File: src/sv/ppcd_pkg.sv
// Shared types and constants for the packed pattern cell decoder.
`default_nettype none
package ppcd_pkg;

  // Lead byte flag: set means presence mask, clear means the byte is a note
  localparam int unsigned LEAD_MASK_BIT = 7;

  // Note decode constants
  localparam logic [7:0] NOTE_OFF_MIN  = 8'd96;
  localparam logic [6:0] NOTE_OFF_CODE = 7'd100;
  localparam logic [6:0] SEMITONES     = 7'd12;
  localparam logic [6:0] NAME_WRAP     = 7'd12;

  // Field count per cell and mask bit positions
  localparam int unsigned NUM_FIELDS = 5;
  localparam int unsigned F_NOTE = 0;
  localparam int unsigned F_INST = 1;
  localparam int unsigned F_VOL  = 2;
  localparam int unsigned F_EFF  = 3;
  localparam int unsigned F_EVAL = 4;

  // Output beat layout
  localparam int unsigned TDATA_W = 64;

  // Parser state: lead byte or one of the five field bytes
  typedef enum logic [5:0] {
    ST_LEAD = 6'b000001,
    ST_NOTE = 6'b000010,
    ST_INST = 6'b000100,
    ST_VOL  = 6'b001000,
    ST_EFF  = 6'b010000,
    ST_EVAL = 6'b100000
  } state_t;

  // One decoded cell
  typedef struct packed {
    logic [6:0]        channel;
    logic [7:0]        effect_value;
    logic [7:0]        effect;
    logic [7:0]        volume;
    logic signed [8:0] instrument;
    logic [7:0]        octave;
    logic [6:0]        note_name;
    logic [4:0]        present_mask;
  } cell_t;

endpackage
`default_nettype wire

File: src/sv/ppcd_note_dec.sv
// Splits a raw note byte into semitone name and octave.
`default_nettype none
module ppcd_note_dec (
  input  wire logic [7:0] note_byte,
  output logic      [6:0] note_name,
  output logic      [7:0] octave
);

  logic [8:0] quot_prod;
  logic [2:0] quot;
  logic [6:0] rem;
  logic [6:0] quot_x12;

  // note / 12 = (note / 4) / 3; x / 3 == (x * 11) >> 5 for x below 24
  always_comb begin
    quot_prod = {4'd0, note_byte[6:2]} * 9'd11;
    quot      = quot_prod[7:5];
    quot_x12  = {4'd0, quot} * ppcd_pkg::SEMITONES;
    rem       = note_byte[6:0] - quot_x12;
  end

  // Note off above the range; a zero remainder wraps to name 12, octave down
  always_comb begin
    if (note_byte >= ppcd_pkg::NOTE_OFF_MIN) begin
      note_name = ppcd_pkg::NOTE_OFF_CODE;
      octave    = 8'd0;
    end else if (rem == 7'd0) begin
      note_name = ppcd_pkg::NAME_WRAP;
      octave    = {5'd0, quot} - 8'd1;
    end else begin
      note_name = rem;
      octave    = {5'd0, quot};
    end
  end

endmodule
`default_nettype wire

File: src/sv/packed_pattern_cell_decoder.sv
// Top level: byte-stream parser and output register of the pattern cell decoder.
//
// Usage:
//   in_*  : one raw pattern byte per beat (in_tdata[7:0]).
//   out_* : one decoded cell per beat; out_tlast marks the last channel of a row.
//   cfg_* : cfg_we writes the channel count per row (cfg_wdata); 0 acts as 1.
// A cell is a lead byte (mask with bit 7 set, or a note with bit 7 clear)
// followed by the bytes its mask announces. The cell leaves on the beat after
// its last byte is taken. Throughput is one byte per cycle while in_tready is
// high; the parser state and the output register are the only pipeline, so
// bytes that finish a cell can follow back to back. When the receiver stalls,
// the held cell stays on out_*, and in_tready drops only while a cell waits
// and out_tready is low.
// Reset (rst_n low, synchronous) returns the parser to the lead byte, clears
// the channel counter, empties the output register and sets channel count 1.
`default_nettype none
module packed_pattern_cell_decoder (
  input  wire logic        clk,
  input  wire logic        rst_n,
  // input stream
  input  wire logic        in_tvalid,
  output logic             in_tready,
  input  wire logic [7:0]  in_tdata,   // [7:0] data_byte
  // result stream
  output logic             out_tvalid,
  input  wire logic        out_tready,
  output logic [ppcd_pkg::TDATA_W-1:0] out_tdata,  // [4:0] present_mask, [11:5] note_name,
                                       // [19:12] octave, [28:20] instrument,
                                       // [36:29] volume, [44:37] effect,
                                       // [52:45] effect_value, [59:53] channel
  output logic             out_tlast,  // row_end
  // configuration
  input  wire logic        cfg_we,
  input  wire logic [6:0]  cfg_wdata
);

  ppcd_pkg::state_t state_r, state_nxt;
  logic [4:0] mask_r, mask_nxt;
  logic [7:0] note_r, note_nxt;
  logic [7:0] inst_r, inst_nxt;
  logic [7:0] vol_r, vol_nxt;
  logic [7:0] eff_r, eff_nxt;
  logic [7:0] eval_nxt;
  logic [6:0] ch_r, ch_nxt;
  logic [6:0] count_r;
  logic [4:0] above;
  logic [4:0] rem;
  logic [4:0] low_bit;
  logic       emit;
  logic       in_fire;
  logic       last;
  logic [7:0] ch_plus;
  logic [6:0] dec_name;
  logic [7:0] dec_oct;
  ppcd_pkg::cell_t cell_nxt, cell_r;
  logic       last_r;
  logic       out_valid_r;

  assign in_tready = !out_valid_r || out_tready;
  assign in_fire   = in_tvalid && in_tready;

  // Capture this byte into its field; 'above' marks fields still to come
  always_comb begin
    mask_nxt = mask_r;
    note_nxt = note_r;
    inst_nxt = inst_r;
    vol_nxt  = vol_r;
    eff_nxt  = eff_r;
    eval_nxt = 8'd0;
    above    = 5'b00000;
    unique case (state_r)
      ppcd_pkg::ST_LEAD: begin
        note_nxt = 8'd0;
        inst_nxt = 8'd0;
        vol_nxt  = 8'd0;
        eff_nxt  = 8'd0;
        if (in_tdata[ppcd_pkg::LEAD_MASK_BIT]) begin
          mask_nxt = in_tdata[4:0];
          above    = 5'b11111;
        end else begin
          mask_nxt = 5'b11111;
          note_nxt = in_tdata;
          above    = 5'b11110;
        end
      end
      ppcd_pkg::ST_NOTE: begin
        note_nxt = in_tdata;
        above    = 5'b11110;
      end
      ppcd_pkg::ST_INST: begin
        inst_nxt = in_tdata;
        above    = 5'b11100;
      end
      ppcd_pkg::ST_VOL: begin
        vol_nxt = in_tdata;
        above   = 5'b11000;
      end
      ppcd_pkg::ST_EFF: begin
        eff_nxt = in_tdata;
        above   = 5'b10000;
      end
      ppcd_pkg::ST_EVAL: begin
        eval_nxt = in_tdata;
        above    = 5'b00000;
      end
      default: begin
        above = 5'b00000;
      end
    endcase
  end

  // Next field to read is the lowest remaining mask bit; none left emits
  always_comb begin
    rem     = mask_nxt & above;
    low_bit = rem & (~rem + 5'd1);
    emit    = (rem == 5'd0);
    if (emit) begin
      state_nxt = ppcd_pkg::ST_LEAD;
    end else begin
      state_nxt = ppcd_pkg::state_t'({low_bit, 1'b0});
    end
  end

  ppcd_note_dec u_note_dec (
    .note_byte (note_nxt),
    .note_name (dec_name),
    .octave    (dec_oct)
  );

  // Row position
  always_comb begin
    ch_plus = {1'b0, ch_r} + 8'd1;
    last    = (ch_plus >= {1'b0, count_r});
    ch_nxt  = last ? 7'd0 : ch_plus[6:0];
  end

  // Assemble the cell, absent fields read as zero
  always_comb begin
    cell_nxt.present_mask = mask_nxt;
    cell_nxt.note_name    = mask_nxt[ppcd_pkg::F_NOTE] ? dec_name : 7'd0;
    cell_nxt.octave       = mask_nxt[ppcd_pkg::F_NOTE] ? dec_oct : 8'd0;
    cell_nxt.instrument   = mask_nxt[ppcd_pkg::F_INST] ?
                            ($signed({1'b0, inst_nxt}) - 9'sd1) : 9'sd0;
    cell_nxt.volume       = mask_nxt[ppcd_pkg::F_VOL]  ? vol_nxt  : 8'd0;
    cell_nxt.effect       = mask_nxt[ppcd_pkg::F_EFF]  ? eff_nxt  : 8'd0;
    cell_nxt.effect_value = mask_nxt[ppcd_pkg::F_EVAL] ? eval_nxt : 8'd0;
    cell_nxt.channel      = ch_r;
  end

  // Control state
  always_ff @(posedge clk) begin
    if (!rst_n) begin
      state_r     <= ppcd_pkg::ST_LEAD;
      mask_r      <= 5'd0;
      ch_r        <= 7'd0;
      count_r     <= 7'd1;
      out_valid_r <= 1'b0;
    end else begin
      if (cfg_we) begin
        count_r <= cfg_wdata;
      end
      if (in_fire) begin
        state_r <= state_nxt;
        mask_r  <= mask_nxt;
        if (emit) begin
          ch_r <= ch_nxt;
        end
      end
      if (in_fire && emit) begin
        out_valid_r <= 1'b1;
      end else if (out_tready) begin
        out_valid_r <= 1'b0;
      end
    end
  end

  // Field bytes and output register
  always_ff @(posedge clk) begin
    if (in_fire) begin
      note_r <= note_nxt;
      inst_r <= inst_nxt;
      vol_r  <= vol_nxt;
      eff_r  <= eff_nxt;
      if (emit) begin
        cell_r <= cell_nxt;
        last_r <= last;
      end
    end
  end

  assign out_tvalid = out_valid_r;
  assign out_tdata  = {4'd0, cell_r};
  assign out_tlast  = last_r;

endmodule
`default_nettype wire

File: config.mk
export PLATFORM = sky130hd
export DESIGN_NAME = packed_pattern_cell_decoder
export DESIGN_NICKNAME = d
export VERILOG_FILES = /design/src/sv/ppcd_pkg.sv /design/src/sv/ppcd_note_dec.sv /design/src/sv/packed_pattern_cell_decoder.sv
export SDC_FILE = /design/constraint.sdc
export NUM_CORES = 1
export LEC_CHECK = 0
export ABC_CLOCK_PERIOD_IN_PS = 14950
export BUFFER_PORTS_ARGS = -buffer_cell sky130_fd_sc_hd__buf_2
export CAP_MARGIN = 20
export CORE_MARGIN = 1
export CORE_UTILIZATION = 62
export DETAILED_ROUTE_END_ITERATION = 16
export PLACE_DENSITY = 0.86
export REMOVE_ABC_BUFFERS = 1
export SYNTH_ARGS = -nofsm -noshare
export SYNTH_HDL_FRONTEND = slang
export SYNTH_SLANG_ARGS = --single-unit
File: constraint.sdc
create_clock -name clk -period 14.95 [get_ports clk]
set_input_delay 1.495 -clock clk [delete_from_list [all_inputs] [get_ports clk]]
set_output_delay 1.495 -clock clk [all_outputs]
set_load 0.005 [all_outputs]
# Word level (Yosys, flattened, before mapping)
# Index checks and enable logic that the tools add are counted.
dict set report classes {
  n_addsub 5
  mul 2
  order_cmp 2
  eq_ne 6
  muxes 16
  bitwise 5
  reduce_logical 12
}
# op n
set ops {}
lappend ops {{case mux 8 bit (2 select lines)} 4}
lappend ops {{2-to-1 mux 7 bit} 4}
lappend ops {{case mux 5 bit (5 select lines)} 1}
lappend ops {{AND 5 bit} 2}
lappend ops {{2-to-1 mux 5 bit} 2}
lappend ops {{subtractor 8 x 1 -> 9 bit, second input constant} 1}
lappend ops {{adder 7 x 1 -> 8 bit, second input constant} 1}
lappend ops {{>= comparator 8 x 7 -> 1 bit} 1}
lappend ops {{>= comparator 8 x 7 -> 1 bit, second input constant} 1}
lappend ops {{multiplier 5 x 4 -> 8 bit, second input constant} 1}
lappend ops {{logical NOT 7 bit} 1}
lappend ops {{subtractor 7 bit} 1}
lappend ops {{equality test 6 x 1 -> 1 bit, second input constant} 1}
lappend ops {{equality test 6 x 2 -> 1 bit, second input constant} 1}
lappend ops {{equality test 6 x 3 -> 1 bit, second input constant} 1}
lappend ops {{equality test 6 x 4 -> 1 bit, second input constant} 1}
lappend ops {{equality test 6 x 5 -> 1 bit, second input constant} 1}
lappend ops {{equality test 6 bit, second input constant} 1}
lappend ops {{2-to-1 mux 6 bit} 1}
lappend ops {{OR reduction 3 bit} 2}
lappend ops {{adder 5 x 1 -> 5 bit, second input constant} 1}
lappend ops {{logical NOT 5 bit} 1}
lappend ops {{multiplier 3 x 2 -> 5 bit, second input constant} 1}
lappend ops {{inverter 5 bit} 1}
lappend ops {{other kinds (10)} 15}
dict set report word_totals {
  regBits 115
  input_bits 20
  out_inout_bits 67
  elab_cells 69
}

# Longest topological paths before layout
dict set report depth {
  depth_word 8
  depth_mapped 27
}

# Modules after synthesis
# Synthesis repeated with hierarchy kept, for this count alone.
dict set report hier_totals {
  hier_cells 526
  hier_area_um2 6237.2
}
# module n_inst cells_each area_each_um2 seq_area_each_um2
set modules_own_cells {}
lappend modules_own_cells {packed_pattern_cell_decoder 1 424 5418.9 3313.2}
lappend modules_own_cells {ppcd_note_dec 1 102 818.3 0.0}

# Worst setup path before layout
# No wires, ideal clock.
dict set report synth_path {
  path_type {input -> register}
  startpoint {in in_tdata[7]}
  endpoint {reg out_tdata[15] (netlist name)}
  setup_time_ns 0.158
  arrival_time_ns 6.232
  required_ns 14.792
  path_slack_ns 8.559
  cell_stages 24
  path_buffers 0
  path_cell_list {o32ai_4 -> a22o_1 -> ha_1 -> inv_1 -> fa_1 -> inv_1 -> ha_1 -> a21oi_1 -> nor2b_1 -> o21ai_0 -> o31a_1 -> o211ai_1 -> inv_1 -> ha_1 -> inv_1 -> fa_1 -> ha_1 -> a21o_1 -> a21oi_1 -> xnor2_1 -> xnor2_2 -> nand4_2 -> or2_0 -> a211oi_2}
}
dict set report synth_via {
  elab_chain_len 8
  elab_cells_between_ends 13
  cone_classes {2 x add/sub; 2 x mul; 1 x order compare; 4 x mux; 2 x bitwise; 2 x reduce/logical}
}
# element line
set synth_rtl {}
lappend synth_rtl {{from (decl)} packed_pattern_cell_decoder.sv:23} ;# input wire logic [7:0] in_tdata,
lappend synth_rtl {{2-to-1 mux 7 bit *} packed_pattern_cell_decoder.sv:77} ;# if (in_tdata[ppcd_pkg::LEAD_MASK_BIT]) begin
lappend synth_rtl {{case mux 8 bit (2 select lines) *} packed_pattern_cell_decoder.sv:71} ;# unique case (state_r)
lappend synth_rtl {{named net note_nxt[3]} packed_pattern_cell_decoder.sv:39} ;# logic [7:0] note_r, note_nxt;
lappend synth_rtl {{multiplier 5 x 4 -> 8 bit} ppcd_note_dec.sv:16} ;# quot_prod = {4'd0, note_byte[6:2]} * 9'd11;
lappend synth_rtl {{multiplier 3 x 2 -> 5 bit} ppcd_note_dec.sv:18} ;# quot_x12 = {4'd0, quot} * ppcd_pkg::SEMITONES;
lappend synth_rtl {{subtractor 7 bit} ppcd_note_dec.sv:19} ;# rem = note_byte[6:0] - quot_x12;
lappend synth_rtl {{logical NOT 7 bit} ppcd_note_dec.sv:27} ;# end else if (rem == 7'd0) begin
lappend synth_rtl {{inverter 1 bit (no line)} --}
lappend synth_rtl {{OR reduction 3 bit (no line)} --}
# The timed path passes the listed nets; every way through them passes the cells marked *.
# A chain may end at the register's enable or synchronous reset.

# Worst setup path in the final report
dict set report layout_path {
  startpoint {in in_tdata[7]}
  endpoint {reg cell_r (netlist bit out_tdata[14]) (data pin)}
}
dict set report layout_via {
  elab_chain_len 7
  elab_cells_between_ends 13
  cone_classes {2 x add/sub; 2 x mul; 1 x order compare; 5 x mux; 1 x bitwise; 2 x reduce/logical}
}
# element line
set layout_rtl {}
lappend layout_rtl {{2-to-1 mux 7 bit *} packed_pattern_cell_decoder.sv:77}
lappend layout_rtl {{case mux 8 bit (2 select lines) *} packed_pattern_cell_decoder.sv:71}
lappend layout_rtl {{named net note_nxt[5]} packed_pattern_cell_decoder.sv:39}
lappend layout_rtl {{multiplier 5 x 4 -> 8 bit} ppcd_note_dec.sv:16}
lappend layout_rtl {{multiplier 3 x 2 -> 5 bit} ppcd_note_dec.sv:18}
lappend layout_rtl {{subtractor 7 bit} ppcd_note_dec.sv:19}
lappend layout_rtl {{logical NOT 7 bit} ppcd_note_dec.sv:27}
lappend layout_rtl {{2-to-1 mux 3 bit} ppcd_note_dec.sv:27}
lappend layout_rtl {{to (signal assigned)} packed_pattern_cell_decoder.sv:185} ;# cell_r <= cell_nxt;
lappend layout_rtl {{to (decl)} packed_pattern_cell_decoder.sv:55} ;# ppcd_pkg::cell_t cell_nxt, cell_r;
# Marks and branches as above.

==> impl_results.md <==
- CP endpoint: out_tdata[14]$_SDFFCE_PP0P_
- Initial Util: 65.3%
- CP max FO: 13
- Critical path's most frequent cell: inv_1
- Die Width: slightly below 100 um
- Peak supply drop: 0.235 mV
- Initial DRC count: 276
- Top cell type's share of synthesized area: between 40 and 50%
- Async SR Flop Fraction: 0%
- Clk slew on worst S/H paths: 0.06 ns
- Worst slew pin tran: ~0.90 ns
- Crit. Startpoint: in_tdata[7]
- RSZ-0062 raised after global routing: no
- Required time of the critical path: 15.31 ns
- Number of clock sinks: 115
- Pre-CTS setup slack: 7.68 ns
- WS Path Type: input pin to flip-flop
- # DRC: 0
- Distinct cell type count after synthesis: ~70
- Worst skew pair latency: between 0.5 and 0.6 ns
- CP endpoint kind: flip-flop
- Final hold violation count: 0
- Hold Path Class: flip-flop to flip-flop
- All-Layer GR Usage: 25.3%
- Setup_tns: 0 ns
- Seq/Total Area, Yosys: between 50 and 60%
- Initial DRT Pass Iterations: 5
- Status: finished clean
- Number of global-route vias before repair: 3882
- CTS H-tree lvls: 4
- Final worst-path cycle share: between 40% and 50%
- EDFF count, synth: 89
- Wire length per cell: 17.1 um
- Largest cells by area after synthesis: edfxtp_1, dfxtp_1, ha_1
- Placed cells: 666
- Post-Route WL: about 12000 um
- FP Rows: 34
- Most frequent cells after synthesis: edfxtp_1, nor2_1, inv_1, ha_1, dfxtp_1
- Gpl congestion: 0.855
- DRT antenna net count: 0
- Cts bufs inserted: 17
- Post-CTS sizing: 0
- Nets@finish: 629
- # IOs: 87
- Final setup fails: 0
- N_diodes: 0
- #FFs+latches synth: 115
- Count leader, synth: edfxtp_1
- Area growth syn-to-layout: 17.2%
- # Max-Cap Violations: 0
- Syn Area/Cell: 11.6 sq um
- Syn Inst Count: around 500
- Global route overflow: 0
- Hold_buf cts: 0
- Hold Path Cell Cnt: 2
- Routed vias/inst: 5.92
- CP Launch Type: input pin
- Clk_skew: just over 0.007 ns
- Post-route worst setup slack: 8.03 ns
- PortBufs: 82
- Worst slew margin: 39.6%
- Leakage: approximately 2.9 nW
- Largest net degree at the start of global routing: 64
- Core ar.: 8890 sq um
- Area leader, netlist: edfxtp_1
- Initial antenna violation count: 0
- CP max-delay cell: o32ai_4
- RR Endpoint: out_tdata[14]$_SDFFCE_PP0P_
- F_max: 145 MHz
- Primary FF master, synth: edfxtp_1
- Tmin final: approximately 6.9 ns
- Share of cells above drive strength 1: 23.2%
- CTS max path bufs: 2
- Worst Path Buf+Inv: 6
- TritonCTS clock tree: done
- Die area: 9750 sq um
- Post-CTS setup buffers: 0
- Fill cells: 558
- First-pass GRT wire length: roughly 19000 um
- Arr. time, crit path: 7.27 ns
- Chip height: 98.8 um
- Final Non-Filler Cells: about 700
- Mapped Area: 5810 sq um
- Worst r2r src: state_r[0]$_SDFFE_PN1P_
- Post-DP HPWL: 7820 um
- P per Cell Area: 212 nW/um^2
- Flop-to-flop setup slack: about 8.2 ns
- Clk root buf: clkbuf_8
- YS warnings: 0
- Critical Path Stages: 26
- Slew Limit Fails: 0
- Worst r2r path cells: 26
- Delay-heaviest family, CP: compound AO/OA/AOI/OAI gates
- Largest stage delay on the critical path: 0.49 ns
- Routed via count: 4133
- Min Hold Slack: 0.501 ns
[worst register-to-register path, cell delays in order, from the launching register on]
cell	delay (ns)
dfxtp_1	0.56
or4b_4	0.54
o32ai_4	0.46
a22oi_1	0.18
inv_1	0.20
ha_1	0.28
inv_1	0.08
fa_1	0.41
inv_1	0.06
ha_1	0.27
a21oi_1	0.16
nor2b_1	0.06
o21ai_0	0.22
o31a_1	0.23
o211ai_1	0.25
inv_1	0.17
ha_1	0.15
inv_1	0.05
fa_1	0.43
ha_1	0.35
a21o_1	0.20
a21oi_1	0.19
xnor2_1	0.21
xnor2_2	0.17
nand4_2	0.23
or3_1	0.37
mux2i_1	0.15
[report_power, final]
group          internal, mW  switching, mW
registers             0.422         0.0199
clock network         0.238          0.149
logic                 0.248          0.362
total                 0.908          0.531
[registers in the layout (all words and copies together) (netlist names)]
signal      cells
out_tdata      56
vol_r           8
ch_r            7
out_tlast       1
eff_r           8
count_r         7
mask_r          5
inst_r          8
out_tvalid      1
note_r          8
state_r         6
[routing by layer]
metal / GRT usage (%) / vias to the layer above / wire, um
met5: 0 / - / 0
met4: 10.2 / 0 / 255
met3: 5.82 / 25 / 716
met2: 42.1 / 196 / 5930
met1: 32.1 / 1953 / 5030
li1: - / 1959 / -
[metrics by stage]
step,instance area (sq um),utilization (%),power (mW)
4_1_cts,6800,76.5,1.44
5_1_grt,6800,76.5,1.52
6_report,6800,76.5,1.44
2_1_floorplan,5660,-,0.883
3_3_place_gp,6230,70.1,0.997
3_5_place_dp,6230,70.1,1.03
[cells by family (layout without fill, tap and decap cells)]
group / count (synthesis) / count (layout) / synth area share [%]
AOI/OAI and AO/OA: 98 / 98 / 12.7
xor gates and xnor gates: 20 / 20 / 3.41
adders and majority gates: 32 / 32 / 7.28
buffers and inverters: 68 / 156 / 5.19
DFF: 115 / 115 / 55.0
muxes: 14 / 14 / 2.46
other: 1 / 4 / 0.0646
and+or+nand+nor: 151 / 151 / 13.9
[worst min-delay path by stage]
| stage | start | slack, ns | to |
|---|---|---|---|
| global route | ch_r[6]$_SDFFE_PN0P_ | 0.53 | out_tdata[59]$_DFFE_PP_ |
| CTS | count_r[3]$_SDFFE_PN0P_ | 0.50 | count_r[3]$_SDFFE_PN0P_ |
| global placement | mask_r[3]$_SDFFE_PN0P_ | 0.46 | mask_r[3]$_SDFFE_PN0P_ |
| detailed placement | mask_r[0]$_SDFFE_PN0P_ | 0.47 | mask_r[0]$_SDFFE_PN0P_ |
| floorplan | count_r[0]$_SDFFE_PN1P_ | 0.45 | count_r[0]$_SDFFE_PN1P_ |
| finish | count_r[5]$_SDFFE_PN0P_ | 0.50 | count_r[5]$_SDFFE_PN0P_ |
[layout by cell type (no fill, tap or decap), drive strengths merged, types with 5 or more instances in the layout]
cell type  count
edfxtp        89
buf           85
nor2          43
inv           42
ha            29
dfxtp         26
a21oi         25
and2          24
a22o          24
nand2         20
clkbuf        17
nand3         16
mux2i         12
xor2          11
a22oi         10
o21ai          9
xnor2          9
nand2b         8
clkinvlp       6
nor3           5
and3           5
a31oi          5
[area by class of cell]
type	instances	area, sq um	area share [%]
Sequential cell	115	3190	46.9
Multi-Input combinational cell	319	2320	34.1
Timing Repair Buffer	85	433	6.36
Clock buffer	17	414	6.09
Clock inverter	15	158	2.32
Inverter	39	146	2.15
Tap cell	108	135	1.99
(Power assumes the default switching activity.)
